**src/rtl/msrg_pkg.sv**
```systemverilog
// Shared constants and types for the motor speed ramp generator.
// Has no dependencies; every other file of the block imports it.
`timescale 1ns / 1ps

package msrg_pkg;

   // Width of the goal and present speed registers.
   localparam int SPEED_BITS = 20;
   // Width of the speed carried in one frame.
   localparam int FRAME_BITS = 20;
   // Width of the commanded speed field.
   localparam int TARGET_BITS = 32;
   // A 16-bit clamped speed times a 4-bit pole count.
   localparam int PROD_BITS = 20;
   // Common width for the saturation compare.
   localparam int CMP_BITS = (SPEED_BITS > PROD_BITS) ? SPEED_BITS : PROD_BITS;

   // Configuration port geometry.
   localparam int CSR_INDEX_BITS = 3;
   localparam int CSR_DATA_BITS = 16;

   // Register indexes.
   localparam logic [CSR_INDEX_BITS-1:0] REG_MAX_SPEED   = 3'd0;
   localparam logic [CSR_INDEX_BITS-1:0] REG_POLE_COUNT  = 3'd1;
   localparam logic [CSR_INDEX_BITS-1:0] REG_STEP_SIZE   = 3'd2;
   localparam logic [CSR_INDEX_BITS-1:0] REG_SEND_PERIOD = 3'd3;
   localparam logic [CSR_INDEX_BITS-1:0] REG_START_DELAY = 3'd4;

   // Register values after reset.
   localparam logic [15:0] RST_MAX_SPEED   = 16'd3000;
   localparam logic [3:0]  RST_POLE_COUNT  = 4'd7;
   localparam logic [15:0] RST_STEP_SIZE   = 16'd35;
   localparam logic [7:0]  RST_SEND_PERIOD = 8'd10;
   localparam logic [3:0]  RST_START_DELAY = 4'd1;

   // Item codes.
   localparam logic CMD_TICK  = 1'b0;
   localparam logic CMD_SPEED = 1'b1;

   typedef struct packed {
      logic [15:0] max_speed;
      logic [3:0]  pole_count;
      logic [15:0] step_size;
      logic [7:0]  send_period;
      logic [3:0]  start_delay;
   } msrg_cfg_type;

   typedef struct packed {
      logic                          command;
      logic signed [TARGET_BITS-1:0] target_speed;
   } msrg_item_type;

endpackage

```
**src/rtl/msrg_req_if.sv**
```systemverilog
// Request channel interface: ticks and speed commands.
// Depends on msrg_pkg for the field widths.
`timescale 1ns / 1ps

interface msrg_req_if;
   import msrg_pkg::*;

   logic                          valid;
   logic                          ready;
   logic                          command;
   logic signed [TARGET_BITS-1:0] target_speed;

   modport source (output valid, output command, output target_speed, input ready);
   modport sink (input valid, input command, input target_speed, output ready);
endinterface

```
**src/rtl/msrg_rsp_if.sv**
```systemverilog
// Response channel interface: one emitted speed frame per beat.
// Depends on msrg_pkg for the field width.
`timescale 1ns / 1ps

interface msrg_rsp_if;
   import msrg_pkg::*;

   logic                  valid;
   logic                  ready;
   logic [FRAME_BITS-1:0] frame_speed;

   modport source (output valid, output frame_speed, input ready);
   modport sink (input valid, input frame_speed, output ready);
endinterface

```
**src/rtl/msrg_csr_regs.sv**
```systemverilog
// Configuration register bank of the ramp generator.
// Depends on msrg_pkg for indexes, reset values and the config struct.
`timescale 1ns / 1ps

module msrg_csr_regs (
   input  logic                                   clock,
   input  logic                                   reset,
   input  logic                                   csr_write_en,
   input  logic [msrg_pkg::CSR_INDEX_BITS-1:0]    csr_index,
   input  logic [msrg_pkg::CSR_DATA_BITS-1:0]     csr_write_data,
   output msrg_pkg::msrg_cfg_type                 cfg
);
   import msrg_pkg::*;

   msrg_cfg_type cfg_ff;
   msrg_cfg_type cfg_in;

   // Decode a write into the addressed field; unknown indexes are dropped.
   always_comb begin
      cfg_in = cfg_ff;
      if (csr_write_en) begin
         unique case (csr_index)
            REG_MAX_SPEED:   cfg_in.max_speed   = csr_write_data;
            REG_POLE_COUNT:  cfg_in.pole_count  = csr_write_data[3:0];
            REG_STEP_SIZE:   cfg_in.step_size   = csr_write_data;
            REG_SEND_PERIOD: cfg_in.send_period = csr_write_data[7:0];
            REG_START_DELAY: cfg_in.start_delay = csr_write_data[3:0];
            default: ;
         endcase
      end
   end

   always_ff @(posedge clock) begin
      if (reset) begin
         cfg_ff.max_speed   <= RST_MAX_SPEED;
         cfg_ff.pole_count  <= RST_POLE_COUNT;
         cfg_ff.step_size   <= RST_STEP_SIZE;
         cfg_ff.send_period <= RST_SEND_PERIOD;
         cfg_ff.start_delay <= RST_START_DELAY;
      end else begin
         cfg_ff <= cfg_in;
      end
   end

   assign cfg = cfg_ff;
endmodule

```
**src/rtl/msrg_in_stage.sv**
```systemverilog
// Input register that holds one request beat until the ramp logic takes it.
// Depends on msrg_pkg for the item struct.
`timescale 1ns / 1ps

module msrg_in_stage (
   input  logic                    clock,
   input  logic                    reset,
   input  logic                    req_valid,
   output logic                    req_ready,
   input  msrg_pkg::msrg_item_type req_item,
   input  logic                    advance,
   output logic                    item_valid,
   output msrg_pkg::msrg_item_type item
);
   import msrg_pkg::*;

   logic          valid_ff;
   logic          valid_in;
   msrg_item_type item_ff;

   // The register takes a new beat when empty or when its content moves on.
   assign req_ready = !valid_ff || advance;

   always_comb begin
      valid_in = valid_ff;
      if (advance) begin
         valid_in = 1'b0;
      end
      if (req_valid && req_ready) begin
         valid_in = 1'b1;
      end
   end

   always_ff @(posedge clock) begin
      if (reset) begin
         valid_ff <= 1'b0;
      end else begin
         valid_ff <= valid_in;
      end
   end

   // Payload needs no reset.
   always_ff @(posedge clock) begin
      if (req_valid && req_ready) begin
         item_ff <= req_item;
      end
   end

   assign item_valid = valid_ff;
   assign item       = item_ff;
endmodule

```
**src/rtl/msrg_ramp_unit.sv**
```systemverilog
// Ramp state and its update logic: goal, present speed, divider, delay.
// Depends on msrg_pkg for widths, codes and the config and item structs.
`timescale 1ns / 1ps

module msrg_ramp_unit (
   input  logic                                clock,
   input  logic                                reset,
   input  logic                                step_en,
   input  msrg_pkg::msrg_item_type             item,
   input  msrg_pkg::msrg_cfg_type              cfg,
   output logic                                emit,
   output logic [msrg_pkg::FRAME_BITS-1:0]     frame_speed
);
   import msrg_pkg::*;

   localparam logic [SPEED_BITS-1:0] SPD_MAX = '1;

   logic [SPEED_BITS-1:0] goal_ff, goal_in;
   logic [SPEED_BITS-1:0] present_ff, present_in;
   logic                  running_ff, running_in;
   logic [7:0]            div_ff, div_in;
   logic [3:0]            delay_ff, delay_in;

   logic [15:0]           clamped;
   logic [PROD_BITS-1:0]  product;
   logic [SPEED_BITS-1:0] goal_cmd;
   logic [7:0]            next_div;
   logic [7:0]            period;
   logic                  hold;
   logic                  delay_done;
   logic [SPEED_BITS-1:0] step_ext;
   logic [SPEED_BITS-1:0] diff_up;
   logic [SPEED_BITS-1:0] diff_down;
   logic [SPEED_BITS-1:0] approached;

   // Clamp the command to 0..max_speed and scale by the pole count.
   always_comb begin
      if (item.target_speed[TARGET_BITS-1]) begin
         clamped = '0;
      end else if (TARGET_BITS'(unsigned'(item.target_speed)) >
                   TARGET_BITS'(cfg.max_speed)) begin
         clamped = cfg.max_speed;
      end else begin
         clamped = item.target_speed[15:0];
      end
   end

   assign product  = PROD_BITS'(clamped) * PROD_BITS'(cfg.pole_count);
   assign goal_cmd = (CMP_BITS'(product) > CMP_BITS'(SPD_MAX)) ? SPD_MAX
                                                             : SPEED_BITS'(product);

   // Tick divider: a frame goes out when the count wraps or reaches the period.
   assign next_div   = div_ff + 8'd1;
   assign period     = (cfg.send_period == 8'd0) ? 8'd1 : cfg.send_period;
   assign hold       = (next_div < period) && (next_div != 8'd0);
   assign delay_done = delay_ff >= cfg.start_delay;

   // Move the present speed toward the goal by at most one step.
   assign step_ext  = SPEED_BITS'(cfg.step_size);
   assign diff_up   = goal_ff - present_ff;
   assign diff_down = present_ff - goal_ff;

   always_comb begin
      if (present_ff < goal_ff) begin
         approached = (diff_up <= step_ext) ? goal_ff : present_ff + step_ext;
      end else if (present_ff > goal_ff) begin
         approached = (diff_down <= step_ext) ? goal_ff : present_ff - step_ext;
      end else begin
         approached = present_ff;
      end
   end

   // Next state for the beat being processed.
   always_comb begin
      goal_in    = goal_ff;
      present_in = present_ff;
      running_in = running_ff;
      div_in     = div_ff;
      delay_in   = delay_ff;
      if (step_en) begin
         if (item.command == CMD_SPEED) begin
            goal_in    = goal_cmd;
            running_in = 1'b1;
            delay_in   = 4'd0;
         end else if (running_ff) begin
            if (hold) begin
               div_in = next_div;
            end else begin
               div_in = 8'd0;
               if (delay_done) begin
                  delay_in   = cfg.start_delay;
                  present_in = approached;
               end else begin
                  delay_in = delay_ff + 4'd1;
               end
               if ((present_in == '0) && (goal_ff == '0)) begin
                  running_in = 1'b0;
               end
            end
         end
      end
   end

   always_ff @(posedge clock) begin
      if (reset) begin
         goal_ff    <= '0;
         present_ff <= '0;
         running_ff <= 1'b0;
         div_ff     <= 8'd0;
         delay_ff   <= 4'd0;
      end else begin
         goal_ff    <= goal_in;
         present_ff <= present_in;
         running_ff <= running_in;
         div_ff     <= div_in;
         delay_ff   <= delay_in;
      end
   end

   assign emit = step_en && (item.command == CMD_TICK) && running_ff && !hold;
   assign frame_speed = FRAME_BITS'(present_in);
endmodule

```
**src/rtl/msrg_out_stage.sv**
```systemverilog
// Result register that holds one frame until the response side takes it.
// Depends on msrg_pkg for the frame width.
`timescale 1ns / 1ps

module msrg_out_stage (
   input  logic                            clock,
   input  logic                            reset,
   input  logic                            load,
   input  logic [msrg_pkg::FRAME_BITS-1:0] frame_in,
   output logic                            out_free,
   output logic                            rsp_valid,
   input  logic                            rsp_ready,
   output logic [msrg_pkg::FRAME_BITS-1:0] rsp_frame_speed
);
   import msrg_pkg::*;

   logic                  valid_ff;
   logic                  valid_in;
   logic [FRAME_BITS-1:0] frame_ff;

   // The register can take a frame this cycle if it is empty or being drained.
   assign out_free = !valid_ff || rsp_ready;

   always_comb begin
      valid_in = valid_ff;
      if (rsp_ready) begin
         valid_in = 1'b0;
      end
      if (load) begin
         valid_in = 1'b1;
      end
   end

   always_ff @(posedge clock) begin
      if (reset) begin
         valid_ff <= 1'b0;
      end else begin
         valid_ff <= valid_in;
      end
   end

   always_ff @(posedge clock) begin
      if (load) begin
         frame_ff <= frame_in;
      end
   end

   assign rsp_valid       = valid_ff;
   assign rsp_frame_speed = frame_ff;
endmodule

```
**src/rtl/motor_speed_ramp_generator_core.sv**
```systemverilog
// A tick that emits passes through the input register and then the result register
// before its frame shows on rsp, and waits longer only while rsp stalls.
// Throughput: one beat per cycle, ticks and commands alike, while rsp keeps up;
// the input register and the result register each hold one beat, and the ramp
// state is updated as a beat moves from the one into the other.
// Reset (synchronous, active high) clears the ramp state, empties both registers
// and loads the configuration defaults; req is ready in the first cycle after it.
`timescale 1ns / 1ps

module motor_speed_ramp_generator_core (
   input  logic                                clock,
   input  logic                                reset,
   msrg_req_if.sink                            req_chan,
   msrg_rsp_if.source                          rsp_chan,
   input  logic                                csr_write_en,
   input  logic [msrg_pkg::CSR_INDEX_BITS-1:0] csr_index,
   input  logic [msrg_pkg::CSR_DATA_BITS-1:0]  csr_write_data
);
   import msrg_pkg::*;

   msrg_cfg_type          cfg;
   msrg_item_type         req_item;
   msrg_item_type         item;
   logic                  item_valid;
   logic                  out_free;
   logic                  advance;
   logic                  emit;
   logic [FRAME_BITS-1:0] frame_speed;

   assign req_item.command      = req_chan.command;
   assign req_item.target_speed = req_chan.target_speed;

   // A held beat moves on whenever the result register could take its frame.
   assign advance = item_valid && out_free;

   msrg_csr_regs u_csr_regs (
      .clock          (clock),
      .reset          (reset),
      .csr_write_en   (csr_write_en),
      .csr_index      (csr_index),
      .csr_write_data (csr_write_data),
      .cfg            (cfg)
   );

   msrg_in_stage u_in_stage (
      .clock      (clock),
      .reset      (reset),
      .req_valid  (req_chan.valid),
      .req_ready  (req_chan.ready),
      .req_item   (req_item),
      .advance    (advance),
      .item_valid (item_valid),
      .item       (item)
   );

   msrg_ramp_unit u_ramp_unit (
      .clock       (clock),
      .reset       (reset),
      .step_en     (advance),
      .item        (item),
      .cfg         (cfg),
      .emit        (emit),
      .frame_speed (frame_speed)
   );

   msrg_out_stage u_out_stage (
      .clock           (clock),
      .reset           (reset),
      .load            (emit),
      .frame_in        (frame_speed),
      .out_free        (out_free),
      .rsp_valid       (rsp_chan.valid),
      .rsp_ready       (rsp_chan.ready),
      .rsp_frame_speed (rsp_chan.frame_speed)
   );
endmodule

```
**src/flat_wrapper.sv**
```systemverilog
// flat-port wrapper written by rule: the top's interface ports become plain ports
module motor_speed_ramp_generator_core_flat import msrg_pkg::*;
  (clock, reset, csr_write_en, csr_index, csr_write_data, req_chan_valid, req_chan_command, req_chan_target_speed, req_chan_ready, rsp_chan_valid, rsp_chan_frame_speed, rsp_chan_ready);
  msrg_req_if req_chan_i ();
  msrg_rsp_if rsp_chan_i ();
  input  logic clock;
  input  logic reset;
  input  logic csr_write_en;
  input  logic [msrg_pkg::CSR_INDEX_BITS-1:0] csr_index;
  input  logic [msrg_pkg::CSR_DATA_BITS-1:0] csr_write_data;
  input wire logic [$bits(req_chan_i.valid)-1:0] req_chan_valid;
  input wire logic [$bits(req_chan_i.command)-1:0] req_chan_command;
  input wire logic [$bits(req_chan_i.target_speed)-1:0] req_chan_target_speed;
  output wire logic [$bits(req_chan_i.ready)-1:0] req_chan_ready;
  output wire logic [$bits(rsp_chan_i.valid)-1:0] rsp_chan_valid;
  output wire logic [$bits(rsp_chan_i.frame_speed)-1:0] rsp_chan_frame_speed;
  input wire logic [$bits(rsp_chan_i.ready)-1:0] rsp_chan_ready;
  assign req_chan_i.valid = req_chan_valid;
  assign req_chan_i.command = req_chan_command;
  assign req_chan_i.target_speed = req_chan_target_speed;
  assign req_chan_ready = req_chan_i.ready;
  assign rsp_chan_valid = rsp_chan_i.valid;
  assign rsp_chan_frame_speed = rsp_chan_i.frame_speed;
  assign rsp_chan_i.ready = rsp_chan_ready;
  motor_speed_ramp_generator_core u_core (.clock(clock), .reset(reset), .req_chan(req_chan_i), .rsp_chan(rsp_chan_i), .csr_write_en(csr_write_en), .csr_index(csr_index), .csr_write_data(csr_write_data));
endmodule
```
**config.mk**
```make
export PLATFORM = sky130hd
export DESIGN_NAME = motor_speed_ramp_generator_core_flat
export DESIGN_NICKNAME = d
export VERILOG_FILES = /design/src/rtl/msrg_pkg.sv /design/src/rtl/msrg_req_if.sv /design/src/rtl/msrg_rsp_if.sv /design/src/rtl/msrg_csr_regs.sv /design/src/rtl/msrg_in_stage.sv /design/src/rtl/msrg_ramp_unit.sv /design/src/rtl/msrg_out_stage.sv /design/src/rtl/motor_speed_ramp_generator_core.sv /design/src/flat_wrapper.sv
export SDC_FILE = /design/constraint.sdc
export NUM_CORES = 1
export LEC_CHECK = 0
export BUFFER_PORTS_ARGS = -buffer_cell sky130_fd_sc_hd__buf_2
export CORE_MARGIN = 2
export CORE_UTILIZATION = 56
export DETAILED_ROUTE_END_ITERATION = 10
export PLACE_DENSITY = 0.87
export SLEW_MARGIN = 15
export SYNTH_ARGS = -nofsm -noshare
export SYNTH_HDL_FRONTEND = slang
export SYNTH_HIERARCHICAL = 1
export SYNTH_SLANG_ARGS = --single-unit
```
**constraint.sdc**
```tcl
create_clock -name clock -period 7.09 [get_ports clock]
set_input_delay 0.3545 -clock clock [delete_from_list [all_inputs] [get_ports clock]]
set_output_delay 0.3545 -clock clock [all_outputs]
set_load 0.01 [all_outputs]
```
==> results of run 1 <==
## critical path: cells and delay by family (launching register included)
family / cells / cell delay [ns]
buf+inv: 3 / 0.17
xor+xnor: 1 / 0.18
mux: 1 / 0.22
compound gates: 19 / 3.11
simple gates: 5 / 0.81
flops: 1 / 0.37
fa+ha+maj: 4 / 1.83
## state kept, by name (all words and copies together) (netlist names)
name                                flops
u_core/u_csr_regs/cfg                  48
u_core/u_ramp_unit/present_ff          20
u_core/u_in_stage/item_valid            1
u_core/u_out_stage/rsp_frame_speed     20
u_core/u_ramp_unit/delay_ff             4
u_core/u_ramp_unit/div_ff               8
u_core/u_ramp_unit/running_ff           1
u_core/u_ramp_unit/goal_ff             20
u_core/u_in_stage/item                 33
u_core/u_out_stage/rsp_valid            1
## stage by stage
step | cells | setup slack [ns] | TNS [ns]
2_1_floorplan | 1643 | 0.223 | 0
3_5_place_dp | 1986 | -0.228 | -0.326
6_report | 2025 | 0.314 | 0
4_1_cts | 2018 | 0.0504 | 0
5_1_grt | 2025 | -0.123 | -0.291
3_3_place_gp | 1986 | 0.202 | 0
## cell type report
class	instances	area [sq um]	share of cell area [%]
timing repair buffer	101	563	3.72
tap	324	405	2.68
clock buffer	20	468	3.09
multi-input combinational	1249	9330	61.6
clock inverter	12	123	0.809
sequential	156	3650	24.1
inverter	163	612	4.04
## kinds of logic (layout without fill, tap and decap cells)
kind of cell,after synthesis,in the layout,share of synthesized area [%]
xor+xnor,73,73,4.66
fa+ha+maj,187,187,18.6
simple gates,536,536,20.1
flops,156,156,26.3
buf+inv,238,296,6.88
compound gates,374,374,17.7
mux,79,79,5.75
## final timing paths
kind	startpoint	to	slack (ns)	cells after the start
max	u_core/u_csr_regs/cfg[33]$_SDFFE_PP0P_	u_core/u_ramp_unit/goal_ff[16]$_SDFFE_PP0P_	0.31	33
min	req_chan_target_speed[2]	u_core/u_in_stage/item[2]$_DFFE_PP_	0.09	1
max reg2reg	u_core/u_csr_regs/cfg[33]$_SDFFE_PP0P_	u_core/u_ramp_unit/goal_ff[16]$_SDFFE_PP0P_	0.31	33
min reg2reg	u_core/u_ramp_unit/div_ff[7]$_SDFFE_PP0P_	u_core/u_ramp_unit/div_ff[7]$_SDFFE_PP0P_	0.47	2
## power by group through the flow
stage                     Clock [uW]  Combinational, uW  Sequential [uW]
after floorplan                    0                678              982
final                            942                935              975
after detailed placement           0                891              993
after global placement             0                871              992
after CTS                        948                899              973
after global routing             985               1020              976
## timing repair
| item | 4_1_cts | 5_1_grt |
|---|---|---|
| hold buffers | 0 | 0 |
| gates resized for setup | 6 | 20 |
| endpoints found under the hold margin | 0 | 0 |
| gates cloned | 0 | 0 |
| pin swaps | 1 | 9 |
| buffers inserted | 0 | 7 |
| endpoints found under the setup margin | 2 | 8 |
## routing by layer
metal | up-vias | global-route usage, %
met5 | - | 0
met4 | 0 | 18.0
met3 | 161 | 5.37
met2 | 628 | 53.0
met1 | 5878 | 37.0
li1 | 5835 | -
## layout by cell type (no fill, tap or decap), drive strengths merged, types with 34 or more instances in the layout
master / synthesis / routed
inv: 163 / 171
a21o: 34 / 34
dfxtp: 103 / 103
and2: 34 / 34
mux2i: 74 / 74
nand2b: 77 / 77
nand2: 108 / 108
ha: 155 / 155
buf: 27 / 101
o21ai: 79 / 79
xnor2: 56 / 56
a21oi: 121 / 121
nor2: 145 / 145
edfxtp: 53 / 53
==> flow_summary.ini, run 1 <==
[global_route]
grt_usage_pct = 31.1
antenna_found_initial = 0
grt_pass1_vias = 12300
grt_max_degree = 88
grt_pass1_wl_um = 63500
overflow = 0

[clock_network]
cts_tree = built
clkSlewWorstSetupHoldPaths_ns = 0.07
cts_buffer_depth = 2
root_buffer = clkbuf_16
numClockSinks = 156
numCtsBuffers = 17
cts_max_level = 4
clkLatencyLatePin_ns = 0.43

[yosys]
synth.avg_cell_area_sq_um = 8.44
netlist_instances = 1643
netlist_top_cells_count = 162 x inv_1, 155 x ha_1, 145 x nor2_1
yosysMostFrequentCell = inv_1
synth-seq-cells = 156
syn-cell-area_sq_um = 13900
ys_seq_area_share_pct = 26.3
async_flop_share_pct = 0
synth.area.top_cells = dfxtp_1 15%, ha_1 14%, edfxtp_1 11%, mux2i_1 5.3%, fa_1 4.6%
yosysWarnings = 6
ys_types = 95
synth_edf_count = 53
synth_area_leader_cell = dfxtp_1
syn_nets = 1887
synth_top_area_share_pct = 14.9
synth_ff_type = dfxtp_1

[floorplan]
rows = 57
chipHeight_um = 161
ios = 79
core_area_sq_um = 24300
initial_utilization_pct = 57.0
fp.dieW_um = 161
dieArea_sq_um = 26000

[placement]
place.detailed.hpwl_um = 31900
port_buffers = 78
placed_cell_area_sq_um = 14400
gp_congestion = 1.02

[sta]
fin_worst_skew_ns = 0.0164
final.min_clock_period_ns = 6.78
slew_viol_final = 0
period_share_pct = 95.6
max_slew_margin_pct = 36.6
whs_ns = 0.0915
max_freq_mhz = 148
hold_viol = 0
finalSetupViolations = 0
worst_slew_pin_slew_ns = 0.952

[route]
met1_length_um = 16400
dr_wl_met2_um = 19200
top_layer = met4
wl_um = 41200
routedWlPerCell_um = 20.4
dr.pass1.iters = 5
antenna_left = 0
vias = 12500
drtIter0Drc = 1084
met3WireLength_um = 2910
drc_errors = 0
viasPerCell = 6.17

[setup_path]
crit_path_end_kind = flop
worstPathRequired_ns = 7.43
crit_arrival_ns = 7.12
cp_max_fo = 7
cp_common_cell = o21a_1
cp_slowest_cell = fa_1
slowest_delay_ns = 0.56
start_kind = flop
crit_type = reg2reg

[power]
max-vdd-ir-drop_uv = 146
seqPwrFrac_pct = 34.2
switching_power_uw = 997
p_leak_uw = 0.00664
p_per_area_nw_per_um2 = 188
comb_power_share_pct = 32.8
clkPwrFrac_pct = 33.0
intPower_uw = 1850
swShare_pct = 35.0
power_uw = 2850

[run]
cap_viol_max_count = 0

[layout]
drive_above_1_share_pct = 11.1
finalNetCount = 1932
synthToLayoutAreaGrowth_pct = 9.28
design_area_sq_um = 15200
final_core_util_pct = 62.3
diodes = 0
n_fill_cell = 2053

[run_status]
run_status = complete, no violations

[worst_hold_path]
hold_class = in2reg
(Power assumes the default switching activity.)
==> run 2, diff against run 1 <==
Settings changed: PLACE_DENSITY 0.87 to 0.84.
Clock period 7.09 ns to 8.47 ns, I/O delays scaled along.
==> flow_summary.ini, run 2 (same netlist as run 1, synthesis figures left out) <==
[run_status]
run_status = complete, no violations

[run]
cap_viol_max_count = 0

[clock_network]
clkSlewWorstSetupHoldPaths_ns = 0.07
numCtsBuffers = 17
numClockSinks = 156
cts_buffer_depth = 2
cts_tree = built
root_buffer = clkbuf_16
cts_hold_buf = 0
cts_resized = 0
cts_max_level = 4
post_cts_buffers = 0
clkLatencyLatePin_ns = 0.43

[route]
dr.pass1.iters = 6
drc_errors = 0
antenna_left = 0
routedWlPerCell_um = 20.3
wl_um = 40700
viasPerCell = 6.11
vias = 12300
drtIter0Drc = 1069

[sta]
whs_ns = 0.162
max_freq_mhz = 133
finalSetupViolations = 0
finalSetupTns_ns = 0
rsz0062_at_grt = no
final.min_clock_period_ns = 7.54
slew_viol_final = 0
hold_viol = 0
max_slew_margin_pct = 28.2
worst_slew_pin_slew_ns = 1.06
period_share_pct = 89.0
fin_worst_skew_ns = 0.0186

[setup_path]
crit_arrival_ns = 7.82
cp_common_cell = o21ai_0
crit_path_end_kind = flop
start_kind = flop
crit_type = reg2reg
cp_slowest_cell = fa_1
worstPathRequired_ns = 8.75
path_depth = 31
crit_family = compound AO/OA/AOI/OAI gates
crit_buf_inv = 2
slowest_delay_ns = 0.57
cp_max_fo = 16
reg2reg_depth = 31

[worst_hold_path]
hold_depth = 1
hold_class = in2reg

[power]
p_leak_uw = 0.00655
max-vdd-ir-drop_uv = 142
p_per_area_nw_per_um2 = 158
power_uw = 2360

[placement]
gp_congestion = 1.01
port_buffers = 78
place.detailed.hpwl_um = 31600
placed_cell_area_sq_um = 14400

[floorplan]
dieArea_sq_um = 26000
fp.dieW_um = 161
rows = 57
initial_utilization_pct = 57.0
core_area_sq_um = 24300
ios = 79
chipHeight_um = 161

[layout]
largest_reg_flops = 48
diodes = 0
layout_commonest_cell = inv_1
design_area_sq_um = 15000
finalNetCount = 1915
drive_above_1_share_pct = 9.32
final_cell_mix = 162 x inv_1, 155 x ha_1, 145 x nor2_1
synthToLayoutAreaGrowth_pct = 7.93

[global_route]
met3_usage_pct = 3.18
overflow = 0
grt_pass1_wl_um = 63900
grt_pass1_vias = 12000
grt_util_met1_pct = 39.6
antenna_found_initial = 0
gr-max-usage-layer = met2
grt_usage_pct = 31.1
grt_max_degree = 82
grt.met2_usage_pct = 53.4
## run 2: cell types whose count changed in the layout (fill, tap and decap cells not counted), moves of 3 or more
cell,before,now
o21ai_1,17,12
a21oi_1,113,118
o21ai_0,58,65
inv_8,2,5
a21oi_2,7,2
buf_4,23,6
## run 2: path summary, 6_finish.rpt
path                                                 endpoint                                       from  slack (ns)
setup / recovery  u_core/u_ramp_unit/goal_ff[18]$_SDFFE_PP0P_        u_core/u_in_stage/item[1]$_DFFE_PP_        0.93
hold / removal           u_core/u_in_stage/item[12]$_DFFE_PP_                  req_chan_target_speed[12]        0.16
setup reg to reg  u_core/u_ramp_unit/goal_ff[18]$_SDFFE_PP0P_        u_core/u_in_stage/item[1]$_DFFE_PP_        0.93
hold reg to reg     u_core/u_ramp_unit/div_ff[7]$_SDFFE_PP0P_  u_core/u_ramp_unit/div_ff[7]$_SDFFE_PP0P_        0.47
## run 2: final cells by class
cell class,instances,area [sq um]
Fill cell,2053,9350
Multi-Input combinational cell,1249,9270
Sequential cell,156,3650
Inverter,163,612
Clock buffer,18,450
Timing Repair Buffer,84,435
Tap cell,324,405
Clock inverter,14,145
## run 2: through the flow
stage	utilization, %	std cells	worst slack [ns]
2_1_floorplan	-	1643	1.60
5_1_grt	61.5	2008	0.429
3_5_place_dp	59.1	1976	1.03
4_1_cts	61.5	2008	1.00
3_3_place_gp	59.1	1976	1.37
6_report	61.5	2008	0.931
## run 2: metal layers
metal	vias to the layer above	wire length, um	part of all wire, %
li1	5799	-	-
met1	5859	17000	42
met2	511	19600	48
met3	93	2370	5.8
met4	0	1730	4.2
met5	-	0	0
## run 2: power by group
| part | switching, uW | leakage (uW) | internal [uW] | total (uW) |
|---|---|---|---|---|
| registers | 22.6 | 0.00133 | 794 | 816 |
| clock network | 370 | 0.000292 | 412 | 782 |
| logic | 456 | 0.00492 | 308 | 763 |
==> run 3, diff against run 2 <==
Settings changed: CORE_UTILIZATION 56 to 68, PLACE_DENSITY 0.84 to 0.95.
==> flow_summary.ini, run 3 (same netlist as run 1, synthesis figures left out) <==
[route]
viasPerCell = 6.55
dr.pass1.iters = 6
wl_um = 41800
drtIter0Drc = 1510
vias = 12800
routedWlPerCell_um = 21.4
drc_errors = 0
antenna_left = 0

[floorplan]
ios = 79
chipHeight_um = 147
rows = 52
core_area_sq_um = 20100
fp.dieW_um = 147
dieArea_sq_um = 21600
initial_utilization_pct = 69.0

[clock_network]
clkLatencyLatePin_ns = 0.44
clkSlewWorstSetupHoldPaths_ns = 0.07
cts_tree = built
cts_buffer_depth = 2
root_buffer = clkbuf_16
numCtsBuffers = 17
post_cts_buffers = 0
cts_resized = 0
cts_max_level = 4
numClockSinks = 156
cts_hold_buf = 0

[setup_path]
crit_arrival_ns = 7.98
crit_buf_inv = 2
start_kind = flop
cp_slowest_cell = fa_1
cp_common_cell = o21ai_0
worstPathRequired_ns = 8.79
crit_type = reg2reg
crit_path_end_kind = flop
cp_max_fo = 16
crit_family = compound AO/OA/AOI/OAI gates
slowest_delay_ns = 0.58

[sta]
hold_viol = 0
max_freq_mhz = 130
worst_slew_pin_slew_ns = 1.16
finalSetupViolations = 0
final.min_clock_period_ns = 7.67
rsz0062_at_grt = no
fin_worst_skew_ns = 0.0111
period_share_pct = 90.5
finalSetupTns_ns = 0
slew_viol_final = 0
max_slew_margin_pct = 21.5

[layout]
drive_above_1_share_pct = 9.32
diodes = 0
final_cell_mix = 162 x inv_1, 155 x ha_1, 145 x nor2_1
synthToLayoutAreaGrowth_pct = 7.08
largest_reg_flops = 48
finalNetCount = 1915
layout_commonest_cell = inv_1

[global_route]
antenna_found_initial = 0
grt_usage_pct = 38.6
grt_max_degree = 111
grt_pass1_wl_um = 65600
overflow = 0
grt_pass1_vias = 12600

[run]
cap_viol_max_count = 0

[placement]
place.detailed.hpwl_um = 31600
port_buffers = 78
gp_congestion = 1.04

[worst_hold_path]
hold_class = in2reg

[power]
p_per_area_nw_per_um2 = 156
power_uw = 2320
comb_power_share_pct = 33.4
p_leak_uw = 0.00651
intPower_uw = 1490
max-vdd-ir-drop_uv = 150
clkPwrFrac_pct = 31.3
switching_power_uw = 829
seqPwrFrac_pct = 35.3
swShare_pct = 35.8

[run_status]
run_status = complete, no violations
[run 3: path summary, 6_finish.rpt]
check	cells after the start	endpoint	from	slack, ns
worst max-delay path	31	u_core/u_ramp_unit/goal_ff[18]$_SDFFE_PP0P_	u_core/u_in_stage/item[1]$_DFFE_PP_	0.80
worst min-delay path	1	u_core/u_in_stage/item[29]$_DFFE_PP_	req_chan_target_speed[29]	0.16
worst max register to register	31	u_core/u_ramp_unit/goal_ff[18]$_SDFFE_PP0P_	u_core/u_in_stage/item[1]$_DFFE_PP_	0.80
worst min register to register	2	u_core/u_ramp_unit/div_ff[7]$_SDFFE_PP0P_	u_core/u_ramp_unit/div_ff[7]$_SDFFE_PP0P_	0.47
[run 3: metrics by stage]
step / hold WS [ns] / cell area (sq um) / utilization, % / setup WS (ns) / instances
after global placement: 0.455 / 14300 / 71.1 / 1.38 / 1922
after floorplan: 0.444 / 13900 / - / 1.60 / 1643
after CTS: 0.157 / 14800 / 73.8 / 0.818 / 1954
after global routing: 0.148 / 14800 / 73.9 / 0.166 / 1954
after detailed placement: 0.462 / 14300 / 71.1 / 0.945 / 1922
final: 0.161 / 14800 / 73.9 / 0.805 / 1954
[run 3: area by class of cell]
type	count	area (sq um)
clock buffers	19	433
clock inverters	13	108
well taps	270	338
inverters	163	612
repair buffers	84	435
flip-flops and latches	156	3650
multi-input cells	1249	9270
fillers	1433	5260
[run 3: power by group through the flow]
stage	combinational (uW)	sequential, uW	clock [uW]
final	772	818	725
after global routing	838	819	753
after CTS	746	816	723
after detailed placement	739	832	0
after global placement	712	831	0
after floorplan	568	822	0
[run 3: per-layer routing]
metal | share of wire, % | vias up | global-route usage (%)
met4 | 6.6 | 0 | 22.1
met1 | 38 | 5961 | 46.6
met2 | 47 | 804 | 65.6
met3 | 8.8 | 220 | 6.40
li1 | - | 5810 | -
met5 | 0 | - | 0
[run 3: worst reg2reg max path: cells and delay by family, from the launching register on]
family / cells / cell delay (ns)
AOI/OAI and AO/OA: 20 / 4.39
adders and majority gates: 4 / 1.75
buffers and inverters: 2 / 0.10
DFF: 1 / 0.45
muxes: 1 / 0.37
and+or+nand+nor: 4 / 0.51
